File: config.mk
export PLATFORM = sky130hd
export DESIGN_NAME = ordered_list_engine
export DESIGN_NICKNAME = d
export VERILOG_FILES = /design/src/rtl/ole_pkg.sv /design/src/rtl/ole_ram.sv /design/src/rtl/ordered_list_engine.sv
export SDC_FILE = /design/constraint.sdc
export NUM_CORES = 1
export LEC_CHECK = 0
export ABC_AREA = 1
export BUFFER_PORTS_ARGS = -buffer_cell sky130_fd_sc_hd__buf_2
export CAP_MARGIN = 20
export CORE_MARGIN = 10
export CORE_UTILIZATION = 38
export CTS_BUF_LIST = sky130_fd_sc_hd__clkbuf_8
export DETAILED_ROUTE_END_ITERATION = 6
export GPL_TIMING_DRIVEN = 1
export MAX_ROUTING_LAYER = met4
export PLACE_DENSITY = 0.49
export RECOVER_POWER = 25
export SYNTH_ARGS = -nofsm -noshare
export SYNTH_HDL_FRONTEND = slang
export SYNTH_HIERARCHICAL = 1
export SYNTH_SLANG_ARGS = --single-unit
File: constraint.sdc
create_clock -name clk -period 9.23 [get_ports clk]
set_input_delay 1.846 -clock clk [delete_from_list [all_inputs] [get_ports clk]]
set_output_delay 1.846 -clock clk [all_outputs]
set_load 0.05 [all_outputs]
File: src/rtl/ole_pkg.sv
`timescale 1ns / 1ps
// ----------------------------------------------------------------------------
// ole_pkg: shared types and constants for the ordered list engine
// Command and status codes, widths and sequencer states.
// ----------------------------------------------------------------------------
package ole_pkg;

  localparam int Capacity  = 16;
  localparam int DataWidth = 32;
  localparam int AddrWidth = $clog2(Capacity);
  localparam int CountWidth = $clog2(Capacity + 1);

  typedef enum logic [3:0] {
    CMD_INS_FIRST = 4'd0,
    CMD_INS_LAST  = 4'd1,
    CMD_INS_AT    = 4'd2,
    CMD_RM_FIRST  = 4'd3,
    CMD_RM_LAST   = 4'd4,
    CMD_RM_VALUE  = 4'd5,
    CMD_RM_AT     = 4'd6,
    CMD_REVERSE   = 4'd7,
    CMD_SEARCH    = 4'd8,
    CMD_KEEP_EVEN = 4'd9,
    CMD_CLEAR     = 4'd10
  } cmd_t;

  typedef enum logic [2:0] {
    ST_OK        = 3'd0,
    ST_RANGE     = 3'd1,
    ST_EMPTY     = 3'd2,
    ST_NOT_FOUND = 3'd3,
    ST_FULL      = 3'd4
  } status_t;

  typedef enum logic [3:0] {
    S_IDLE,
    S_DECIDE,
    S_SCAN_RD,
    S_SCAN_CHK,
    S_SHR_RD,
    S_SHR_WR,
    S_INS_WR,
    S_SHL_RD,
    S_SHL_WR,
    S_REV_RD,
    S_REV_RD2,
    S_REV_WR,
    S_REV_WR2,
    S_KEEP_RD,
    S_KEEP_CHK,
    S_DONE
  } state_t;

endpackage

File: src/rtl/ole_ram.sv
`timescale 1ns / 1ps
// ----------------------------------------------------------------------------
// ole_ram: generic single-port RAM
// One write or one read per cycle; read data is registered.
// ----------------------------------------------------------------------------
module ole_ram #(
  parameter int Width = 32,
  parameter int Depth = 16
) (
  input  logic                     clk,
  input  logic                     we,
  input  logic [$clog2(Depth)-1:0] addr,
  input  logic [Width-1:0]         wdata,
  output logic [Width-1:0]         rdata
);

  logic [Width-1:0] mem [Depth];

  always_ff @(posedge clk) begin
    if (we) begin
      mem[addr] <= wdata;
    end
    rdata <= mem[addr];
  end

endmodule

File: src/rtl/ordered_list_engine.sv
`timescale 1ns / 1ps
// ----------------------------------------------------------------------------
// ordered_list_engine: ordered list of signed words with a command sequencer
// Entries live in a single-port RAM; shifts, scans, reversal and pruning
// walk through it one access per cycle.
// ----------------------------------------------------------------------------
// Throughput: one command at a time; a new command is taken once the result
//   transfer leaves the output register.
// Reset: rst (synchronous) empties the list and drops any pending result;
//   the RAM holds no reset and needs no clearing pass.
module ordered_list_engine
  import ole_pkg::*;
(
  input  logic                         clk,
  input  logic                         rst,
  input  logic                         in_valid,
  output logic                         in_stall,
  input  logic [3:0]                   command,
  input  logic signed [31:0]           value,
  input  logic [4:0]                   position,
  output logic                         out_valid,
  input  logic                         out_stall,
  output logic [2:0]                   status,
  output logic [3:0]                   found_index,
  output logic signed [31:0]           sum,
  output logic [4:0]                   count,
  output logic                         is_empty
);

  state_t state, state_next;

  // Command registers.
  logic [3:0]            cmd;
  logic [DataWidth-1:0]  val;
  logic [CountWidth-1:0] pos;
  logic [CountWidth-1:0] len;

  // Walk indices: i reads/walks, k is the insert or compaction write point, j mirror.
  logic [CountWidth-1:0] i, k, j;
  logic [DataWidth-1:0]  hold;
  logic [31:0]           acc;
  logic [2:0]            st;
  logic [3:0]            fidx;

  // RAM port.
  logic                  we;
  logic [AddrWidth-1:0]  addr;
  logic [DataWidth-1:0]  wdata, rdata;

  ole_ram #(.Width(DataWidth), .Depth(Capacity)) u_ram (
    .clk(clk), .we(we), .addr(addr), .wdata(wdata), .rdata(rdata)
  );

  assign in_stall = (state != S_IDLE);

  // Next state.
  always_comb begin
    state_next = state;
    unique case (state)
      S_IDLE: if (in_valid) state_next = S_DECIDE;
      S_DECIDE: begin
        priority case (cmd)
          CMD_INS_FIRST, CMD_INS_LAST, CMD_INS_AT: begin
            if ((cmd == CMD_INS_AT && pos > len) || len >= CountWidth'(Capacity))
              state_next = S_DONE;
            else if (i == k) state_next = S_INS_WR;
            else state_next = S_SHR_RD;
          end
          CMD_RM_FIRST, CMD_RM_LAST, CMD_RM_AT: begin
            if (len == '0 || (cmd == CMD_RM_AT && pos >= len)) state_next = S_DONE;
            else if (i + 1'b1 >= len) state_next = S_DONE;
            else state_next = S_SHL_RD;
          end
          CMD_RM_VALUE, CMD_SEARCH:
            state_next = (len == '0) ? S_DONE : S_SCAN_RD;
          CMD_REVERSE:
            state_next = (len < CountWidth'(2)) ? S_DONE : S_REV_RD;
          CMD_KEEP_EVEN:
            state_next = (len == '0) ? S_DONE : S_KEEP_RD;
          default: state_next = S_DONE;
        endcase
      end
      S_SCAN_RD:  state_next = S_SCAN_CHK;
      S_SCAN_CHK: begin
        if (rdata == val) begin
          if (cmd == CMD_RM_VALUE && i + 1'b1 < len) state_next = S_SHL_RD;
          else state_next = S_DONE;
        end else if (i + 1'b1 >= len) state_next = S_DONE;
        else state_next = S_SCAN_RD;
      end
      S_SHR_RD: state_next = S_SHR_WR;
      S_SHR_WR: state_next = (i - 1'b1 == k) ? S_INS_WR : S_SHR_RD;
      S_INS_WR: state_next = S_DONE;
      S_SHL_RD: state_next = S_SHL_WR;
      S_SHL_WR: state_next = (i + 1'b1 >= len) ? S_DONE : S_SHL_RD;
      S_REV_RD:  state_next = S_REV_RD2;
      S_REV_RD2: state_next = S_REV_WR;
      S_REV_WR:  state_next = S_REV_WR2;
      S_REV_WR2: state_next = (i + 1'b1 < j - 1'b1) ? S_REV_RD : S_DONE;
      S_KEEP_RD: state_next = S_KEEP_CHK;
      S_KEEP_CHK: state_next = (i + 1'b1 >= len) ? S_DONE : S_KEEP_RD;
      S_DONE: if (!out_stall) state_next = S_IDLE;
      default: state_next = S_IDLE;
    endcase
  end

  // RAM access for each state.
  always_comb begin
    we    = 1'b0;
    addr  = i[AddrWidth-1:0];
    wdata = rdata;
    unique case (state)
      S_SHR_RD:  addr = AddrWidth'(i - 1'b1);
      S_SHR_WR:  we = 1'b1;
      S_INS_WR: begin
        we = 1'b1; addr = k[AddrWidth-1:0]; wdata = val;
      end
      S_SHL_RD:  addr = AddrWidth'(i + 1'b1);
      S_SHL_WR:  we = 1'b1;
      S_REV_RD2: addr = j[AddrWidth-1:0];
      S_REV_WR:  begin
        we = 1'b1; addr = i[AddrWidth-1:0];
      end
      S_REV_WR2: begin
        we = 1'b1; addr = j[AddrWidth-1:0]; wdata = hold;
      end
      S_KEEP_CHK: begin
        we = (i != '0) && !rdata[0]; addr = k[AddrWidth-1:0];
      end
      default: ;
    endcase
  end

  always_ff @(posedge clk) begin
    if (rst) begin
      state <= S_IDLE;
      len   <= '0;
    end else begin
      state <= state_next;
      unique case (state)
        S_IDLE: if (in_valid) begin
          cmd  <= command;
          val  <= value;
          pos  <= position;
          st   <= ST_OK;
          fidx <= '0;
          acc  <= '0;
          j    <= '0;
          // Prepare walk indices per command.
          unique case (command)
            CMD_INS_FIRST: begin i <= len; k <= '0; end
            CMD_INS_LAST:  begin i <= len; k <= len; end
            CMD_INS_AT:    begin i <= len; k <= position; end
            CMD_RM_LAST:   begin i <= len - 1'b1; k <= '0; end
            CMD_RM_AT:     begin i <= position; k <= '0; end
            CMD_REVERSE:   begin i <= '0; k <= '0; j <= len - 1'b1; end
            default:       begin i <= '0; k <= '0; end
          endcase
        end
        S_DECIDE: begin
          priority case (cmd)
            CMD_INS_FIRST, CMD_INS_LAST, CMD_INS_AT: begin
              if (cmd == CMD_INS_AT && pos > len) st <= ST_RANGE;
              else if (len >= CountWidth'(Capacity)) st <= ST_FULL;
              else len <= len + 1'b1;
            end
            CMD_RM_FIRST, CMD_RM_LAST, CMD_RM_AT: begin
              if (len == '0) st <= ST_EMPTY;
              else if (cmd == CMD_RM_AT && pos >= len) st <= ST_RANGE;
              else len <= len - 1'b1;
            end
            CMD_RM_VALUE, CMD_KEEP_EVEN: if (len == '0) st <= ST_EMPTY;
            CMD_SEARCH: if (len == '0) st <= ST_NOT_FOUND;
            CMD_CLEAR: len <= '0;
            default: ;
          endcase
        end
        S_SCAN_CHK: begin
          if (rdata == val) begin
            fidx <= (cmd == CMD_SEARCH) ? i[3:0] : 4'd0;
            if (cmd == CMD_RM_VALUE) len <= len - 1'b1;
          end else if (i + 1'b1 >= len) begin
            st <= ST_NOT_FOUND;
          end else begin
            i <= i + 1'b1;
          end
        end
        S_SHR_WR: i <= i - 1'b1;
        // len already dropped by one, so the last move lands at len-1.
        S_SHL_WR: i <= i + 1'b1;
        S_REV_RD2: hold <= rdata;
        S_REV_WR2: begin
          i <= i + 1'b1;
          j <= j - 1'b1;
        end
        S_KEEP_CHK: begin
          if (i == '0) begin
            acc <= 32'(signed'(rdata));
            k   <= CountWidth'(1);
          end else if (!rdata[0]) begin
            acc <= acc + 32'(signed'(rdata));
            k   <= k + 1'b1;
          end
          if (i + 1'b1 >= len) begin
            len <= (i == '0 || !rdata[0]) ? k + 1'b1 : k;
          end
          i <= i + 1'b1;
        end
        default: ;
      endcase
    end
  end

  assign out_valid   = (state == S_DONE);
  assign status      = st;
  assign found_index = fidx;
  assign sum         = acc;
  assign count       = len;
  assign is_empty    = (len == '0);

endmodule

==> results of run 1 <==
[registers in the layout, summed over array words and instances, names as in the netlist]
signal	cells
k	5
u_ram/rdata	32
count	5
state	4
i	5
pos	5
j	5
sum	32
val	32
found_index	4
cmd	4
hold	32
u_ram/mem	512
status	3
[final cells by class]
type | instances | area, µm² | area share, %
Multi-Input combinational cell | 2410 | 10700 | 29.6
Antenna cell | 3 | 7.51 | 0.0207
Timing Repair Buffer | 146 | 846 | 2.34
Clock buffer | 123 | 1690 | 4.68
Inverter | 284 | 1080 | 2.97
Tap cell | 1144 | 1430 | 3.95
Sequential cell | 680 | 20000 | 55.3
Clock inverter | 87 | 434 | 1.20
[power groups by stage]
stage	Clock (µW)	Sequential, µW	Combinational, µW
finish	2540	4450	6410
global placement	0	4510	6470
CTS	2610	4450	6500
detailed placement	0	4510	6470
global route	2750	4490	7180
floorplan	0	4570	4250
[cells in the final DEF (no fill, tap or decap), drive strengths merged, types with 3 or more instances in the layout]
master,count
a21boi,3
a21o,5
a21oi,65
a31oi,5
and2,3
buf,112
clkbuf,157
clkinv,31
dfxtp,41
diode,3
edfxtp,639
ha,51
inv,336
nand2,1814
nand3,108
nand4,18
nor2,134
nor3,14
o2111ai,4
o211ai,23
o21a,3
o21ai,79
o21bai,7
o22ai,11
or2,3
xnor2,15
xor2,29
[path summary, 6_finish.rpt]
path / from / to / slack [ns] / cells past startpoint
hold / removal: u_ram/rdata[8] / hold[8] / 0.54 / 0
setup reg to reg: i[0] / u_ram/mem[10][10] / 3.27 / 11
setup / recovery: i[0] / u_ram/mem[10][10] / 3.27 / 11
hold reg to reg: u_ram/rdata[8] / hold[8] / 0.54 / 0
[cells in the mapped netlist, drive strengths merged, types with 3 or more instances]
cell type	n
inv	283
a21boi	3
o211ai	23
nand4	18
a31oi	5
xnor2	15
and2	3
xor2	29
nand2	1814
dfxtp	41
o2111ai	4
buf	102
o21a	3
o21ai	79
nor2	134
o21bai	7
a21oi	65
edfxtp	639
ha	51
or2	3
a21o	5
o22ai	11
clkbuf	22
nor3	14
nand3	108
[cell families after synthesis]
group | after synthesis | share of synthesized area [%]
simple gates | 2098 | 25.4
flops | 680 | 61.7
buf+inv | 408 | 5.75
compound gates | 216 | 3.91
fa+ha+maj | 52 | 2.03
xor+xnor | 44 | 1.19
[metal layers]
layer | wire length [µm] | global-route usage, %
met1 | 45000 | 27.1
met2 | 45000 | 31.3
met3 | 4630 | 2.81
met4 | 2180 | 5.25
met5 | 0 | -
[through the flow]
step	power (µW)	instance area (µm²)	setup slack [ns]
global placement	11000	34100	3.46
CTS	13600	36300	3.55
floorplan	8820	32400	3.82
global route	14400	36200	3.01
finish	13400	36200	3.27
detailed placement	11000	34200	3.61
[critical path, stage by stage, from the launching register on]
cell,delay [ns]
edfxtp_1,0.50
inv_1,0.19
ha_1,0.30
nand2_1,0.09
nor2_1,0.06
nand2_1,0.98
nand2_1,0.09
clkbuf_1,0.69
o2111ai_1,1.02
nand3_1,0.49
nor2_4,0.66
buf_4,0.47
==> flow_metrics.py, run 1 <==
metrics = {
    "status": {
        "run_status": "finished with violations",
        "failed_checks": "max-capacitance violations, max-slew violations",
    },
    "clock_tree": {
        "tritoncts": "done",
        "cts_hold_buffers": 0,
        "post-cts-setup-buffer-count": 0,
        "post_cts_resized": 0,
        "worst_skew_pair.late_latency_ns": 0.76,
        "clk_pin_slew_ns": 0.06,
        "clock_sinks": 680,
        "htree_levels": 3,
        "cts_buffers": 116,
        "clockRootBuffer": "clkbuf_8",
        "clockBufferDepth": 3,
    },
    "timing": {
        "hold_viol": 0,
        "post-route-period-util_pct": 64.6,
        "worst_pin_slew_ns": 2.91,
        "drv_slew": 105,
        "post-route-min-period_ns": 5.96,
        "slew_headroom_pct": -93.8,
        "whs_ns": 0.541,
        "tns_ns": 0,
        "setup_viol": 0,
        "rsz0062_at_grt": "false",
        "max_clock_freq_mhz": 168,
        "clock_skew_ns": 0.0312,
    },
    "setup_path": {
        "crit_path_start_kind": "register",
        "cp.arrival_ns": 6.36,
        "critPathKind": "reg2reg",
        "worst_setup_path_end_kind": "register",
        "worst_ep_required_time_ns": 9.63,
        "cp_max_fo": 34,
    },
    "detailed_routing": {
        "drt-total-wl_mm": 96.9,
        "drc": 0,
        "post_drt_wl_per_cell_um": 19.9,
        "ant_nets": 0,
        "vias": 23500,
        "drt-initial-drc-count": 1972,
        "dr.pass1.iters": 5,
        "vias_per_cell": 4.82,
    },
    "pwr": {
        "power_frac_clock_pct": 18.9,
        "vdd_ir_drop_max_mv": 0.378,
        "seqPwrFrac_pct": 33.2,
        "pwr-share-comb_pct": 47.8,
        "swShare_pct": 47.4,
        "p_leak_uw": 0.0158,
        "p_switching_uw": 6350,
        "power_density_nw_per_um2": 370,
        "internal_power_uw": 7060,
    },
    "synthesis": {
        "synth-seq-cells": 680,
        "synth.net_count": 3595,
        "synthCells": 3498,
        "avgSynthCellArea_um2": 9.26,
        "async_flop_share_pct": 0,
        "synth_warnings": 6,
        "yosys-top-cells-area": "edfxtp_1, nand2_1, inv_1, dfxtp_1, ha_1",
        "synth_area_um2": 32400,
        "yosysUniqueCellTypes": 54,
        "synth_edf_count": 639,
        "yosysTopAreaCell": "edfxtp_1",
        "ys_seq_area_share_pct": 61.7,
        "synth_flop_cell": "edfxtp_1",
        "yosys.area.top_type_share_pct": 59.2,
    },
    "global_route": {
        "grt_pass1_wl_mm": 145,
        "grt_max_degree": 185,
        "grt-ovfl-total": 0,
        "grtUsageTotal_pct": 20.0,
        "antenna_found_initial": 3,
        "grt_pass1_vias": 22500,
    },
    "finish": {
        "syn2layout_area_growth_pct": 11.7,
        "fin_util_pct": 42.7,
        "drive_above_1_share_pct": 8.63,
        "nNetsFinal": 3735,
        "finalNonFillerCells": 4877,
        "fillers": 8522,
    },
    "place": {
        "dp_cells": 4663,
        "gp_congestion": 0.943,
        "place_hpwl_mm": 62.1,
        "port_buffers": 91,
    },
    "floorplan": {
        "die-height_um": 312,
        "die-area_um2": 97400,
        "ios": 92,
        "coreArea_um2": 84900,
        "dieWidth_um": 312,
        "rows": 107,
        "initial_utilization_pct": 38.2,
    },
    "job": {
        "cap_violations": 3,
    },
    "hold_path": {
        "hold_path.class": "reg2reg",
    },
}
(Power assumes the default switching activity.)
==> run 2: changes to the inputs <==
- clock period: 9.23 -> 6 ns (I/O delays scaled with it)
==> flow_metrics.py, run 2 (synthesized netlist as in run 1, its figures left out) <==
metrics = {
    "status": {
        "run_status": "finished with violations",
        "failed_checks": "max-capacitance violations, max-slew violations",
    },
    "floorplan": {
        "die-area_um2": 97400,
        "die-height_um": 312,
        "rows": 107,
        "coreArea_um2": 84900,
        "dieWidth_um": 312,
        "initial_utilization_pct": 38.2,
        "ios": 92,
    },
    "pwr": {
        "p_leak_uw": 0.0160,
        "power_density_nw_per_um2": 570,
        "swShare_pct": 46.4,
        "internal_power_uw": 11200,
        "power_frac_clock_pct": 20.3,
        "seqPwrFrac_pct": 33.3,
        "p_switching_uw": 9640,
        "pwr-share-comb_pct": 46.4,
        "vdd_ir_drop_max_mv": 0.449,
    },
    "setup_path": {
        "r2r_setup_slack_ns": 1.67,
        "reg2regPathDepth": 13,
        "timing.rr.start": "state[1]",
        "cp_max_fo": 45,
        "worstSetupEndpoint": "u_ram/mem[15][26]",
        "worst_ep_required_time_ns": 6.39,
        "crit_start": "state[1]",
        "crit_path_start_kind": "register",
        "reg2reg_to": "u_ram/mem[15][26]",
        "worst_setup_path_end_kind": "register",
        "cp.arrival_ns": 4.72,
        "critPathKind": "reg2reg",
    },
    "clock_tree": {
        "cts_hold_buffers": 0,
        "post_cts_resized": 0,
        "clockRootBuffer": "clkbuf_8",
        "tritoncts": "done",
        "htree_levels": 3,
        "cts_buffers": 117,
        "clock_sinks": 680,
        "clockBufferDepth": 3,
        "post-cts-setup-buffer-count": 0,
        "clk_pin_slew_ns": 0.06,
        "worst_skew_pair.late_latency_ns": 0.77,
    },
    "timing": {
        "max_clock_freq_mhz": 231,
        "drv_slew": 138,
        "tns_ns": 0,
        "clock_skew_ns": 0.0340,
        "slew_headroom_pct": -86.1,
        "worst_pin_slew_ns": 2.79,
        "hold_viol": 0,
        "rsz0062_at_grt": "false",
        "post-route-min-period_ns": 4.33,
        "post-route-period-util_pct": 72.1,
        "whs_ns": 0.556,
        "setup_viol": 0,
    },
    "finish": {
        "syn2layout_area_growth_pct": 12.6,
        "seqCellArea_um2": 20000,
        "final_cell_mix": "nand2_1, edfxtp_1, inv_1",
        "nNetsFinal": 3742,
        "drive_above_1_share_pct": 8.90,
        "largest_reg_flops": 512,
        "multi_input_area_um2": 10700,
        "layout_commonest_cell": "nand2_1",
        "fillers": 8524,
        "regMostFlops": "u_ram/mem",
        "fin_util_pct": 43.0,
    },
    "detailed_routing": {
        "vias": 23700,
        "dr_wl_met2_mm": 44.6,
        "drt-total-wl_mm": 98.2,
        "wl_met1_mm": 45.5,
        "vias_per_cell": 4.84,
        "highest_layer": "met4",
        "dr.pass1.iters": 6,
        "wl_met3_mm": 5.50,
        "drc": 0,
        "post_drt_wl_per_cell_um": 20.1,
        "drt-initial-drc-count": 1786,
        "ant_nets": 0,
    },
    "global_route": {
        "grt-ovfl-total": 0,
        "grtUsageTotal_pct": 20.4,
        "grt_pass1_wl_mm": 147,
        "grt_max_degree": 198,
        "antenna_found_initial": 3,
        "grt_pass1_vias": 22800,
    },
    "place": {
        "gp_congestion": 0.950,
        "port_buffers": 91,
        "place_hpwl_mm": 63.0,
    },
    "hold_path": {
        "whs_path_depth": 0,
        "hold_path.class": "reg2reg",
    },
    "job": {
        "cap_violations": 4,
    },
}
## run 2: cell types whose count changed in the layout (fill, tap and decap cells not counted), moves of 3 or more
cell,previous run,this run
inv_1,314,308
clkinv_2,10,13
clkinv_1,21,16
clkbuf_1,34,44
clkbuf_8,123,138
buf_12,5,9
buf_2,74,64
## run 2: through the flow
stage / setup slack (ns) / cells / power (µW) / area, µm²
5_1_grt: 1.38 / 4887 / 22400 / 36500
4_1_cts: 1.70 / 4884 / 21000 / 36600
2_1_floorplan: 1.24 / 3498 / 13600 / 32400
3_3_place_gp: 1.65 / 4668 / 16700 / 34200
3_5_place_dp: 1.73 / 4669 / 16700 / 34300
6_report: 1.67 / 4888 / 20800 / 36500
## run 2: power groups by stage
stage | clock network [µW] | registers [µW] | logic (µW)
finish | 4220 | 6920 | 9650
global route | 4550 | 6980 | 10900
CTS | 4350 | 6910 | 9770
detailed placement | 0 | 7000 | 9730
global placement | 0 | 7010 | 9740
floorplan | 0 | 7030 | 6530
## run 2: routing by layer
layer  global-route usage (%)  up-vias
li1                         -    11700
met1                     27.7    11100
met2                     31.5      703
met3                     2.90      171
met4                     5.92        0
met5                        -        -
## run 2: area by class of cell
| cell class | count | area share, % |
|---|---|---|
| Antenna cell | 3 | 0.0206 |
| Sequential cell | 680 | 54.8 |
| Clock inverter | 77 | 1.21 |
| Timing Repair Buffer | 152 | 2.54 |
| Multi-Input combinational cell | 2410 | 29.3 |
| Clock buffer | 138 | 5.20 |
| Inverter | 284 | 2.95 |
| Tap cell | 1144 | 3.92 |
## run 2: worst max-delay path, stage by stage, from the launching register on
cell,delay [ns]
dfxtp_1,0.40
nor2_1,0.11
inv_1,0.18
nor2_4,0.04
buf_4,0.25
nor2_1,0.28
inv_1,0.11
nor3_2,0.22
nand2_1,0.14
o2111ai_4,0.12
buf_4,0.54
nand3_1,0.51
nor2_4,0.52
buf_4,0.48
## run 2: how the worst min path moves through the flow
stage / from / slack (ns) / endpoint
after global routing: value[3] / 0.54 / val[3]
after CTS: value[13] / 0.54 / val[13]
after detailed placement: u_ram/rdata[2] / 0.54 / hold[2]
after global placement: u_ram/rdata[2] / 0.54 / hold[2]
final: u_ram/rdata[20] / 0.56 / hold[20]
after floorplan: u_ram/rdata[0] / 0.46 / hold[0]
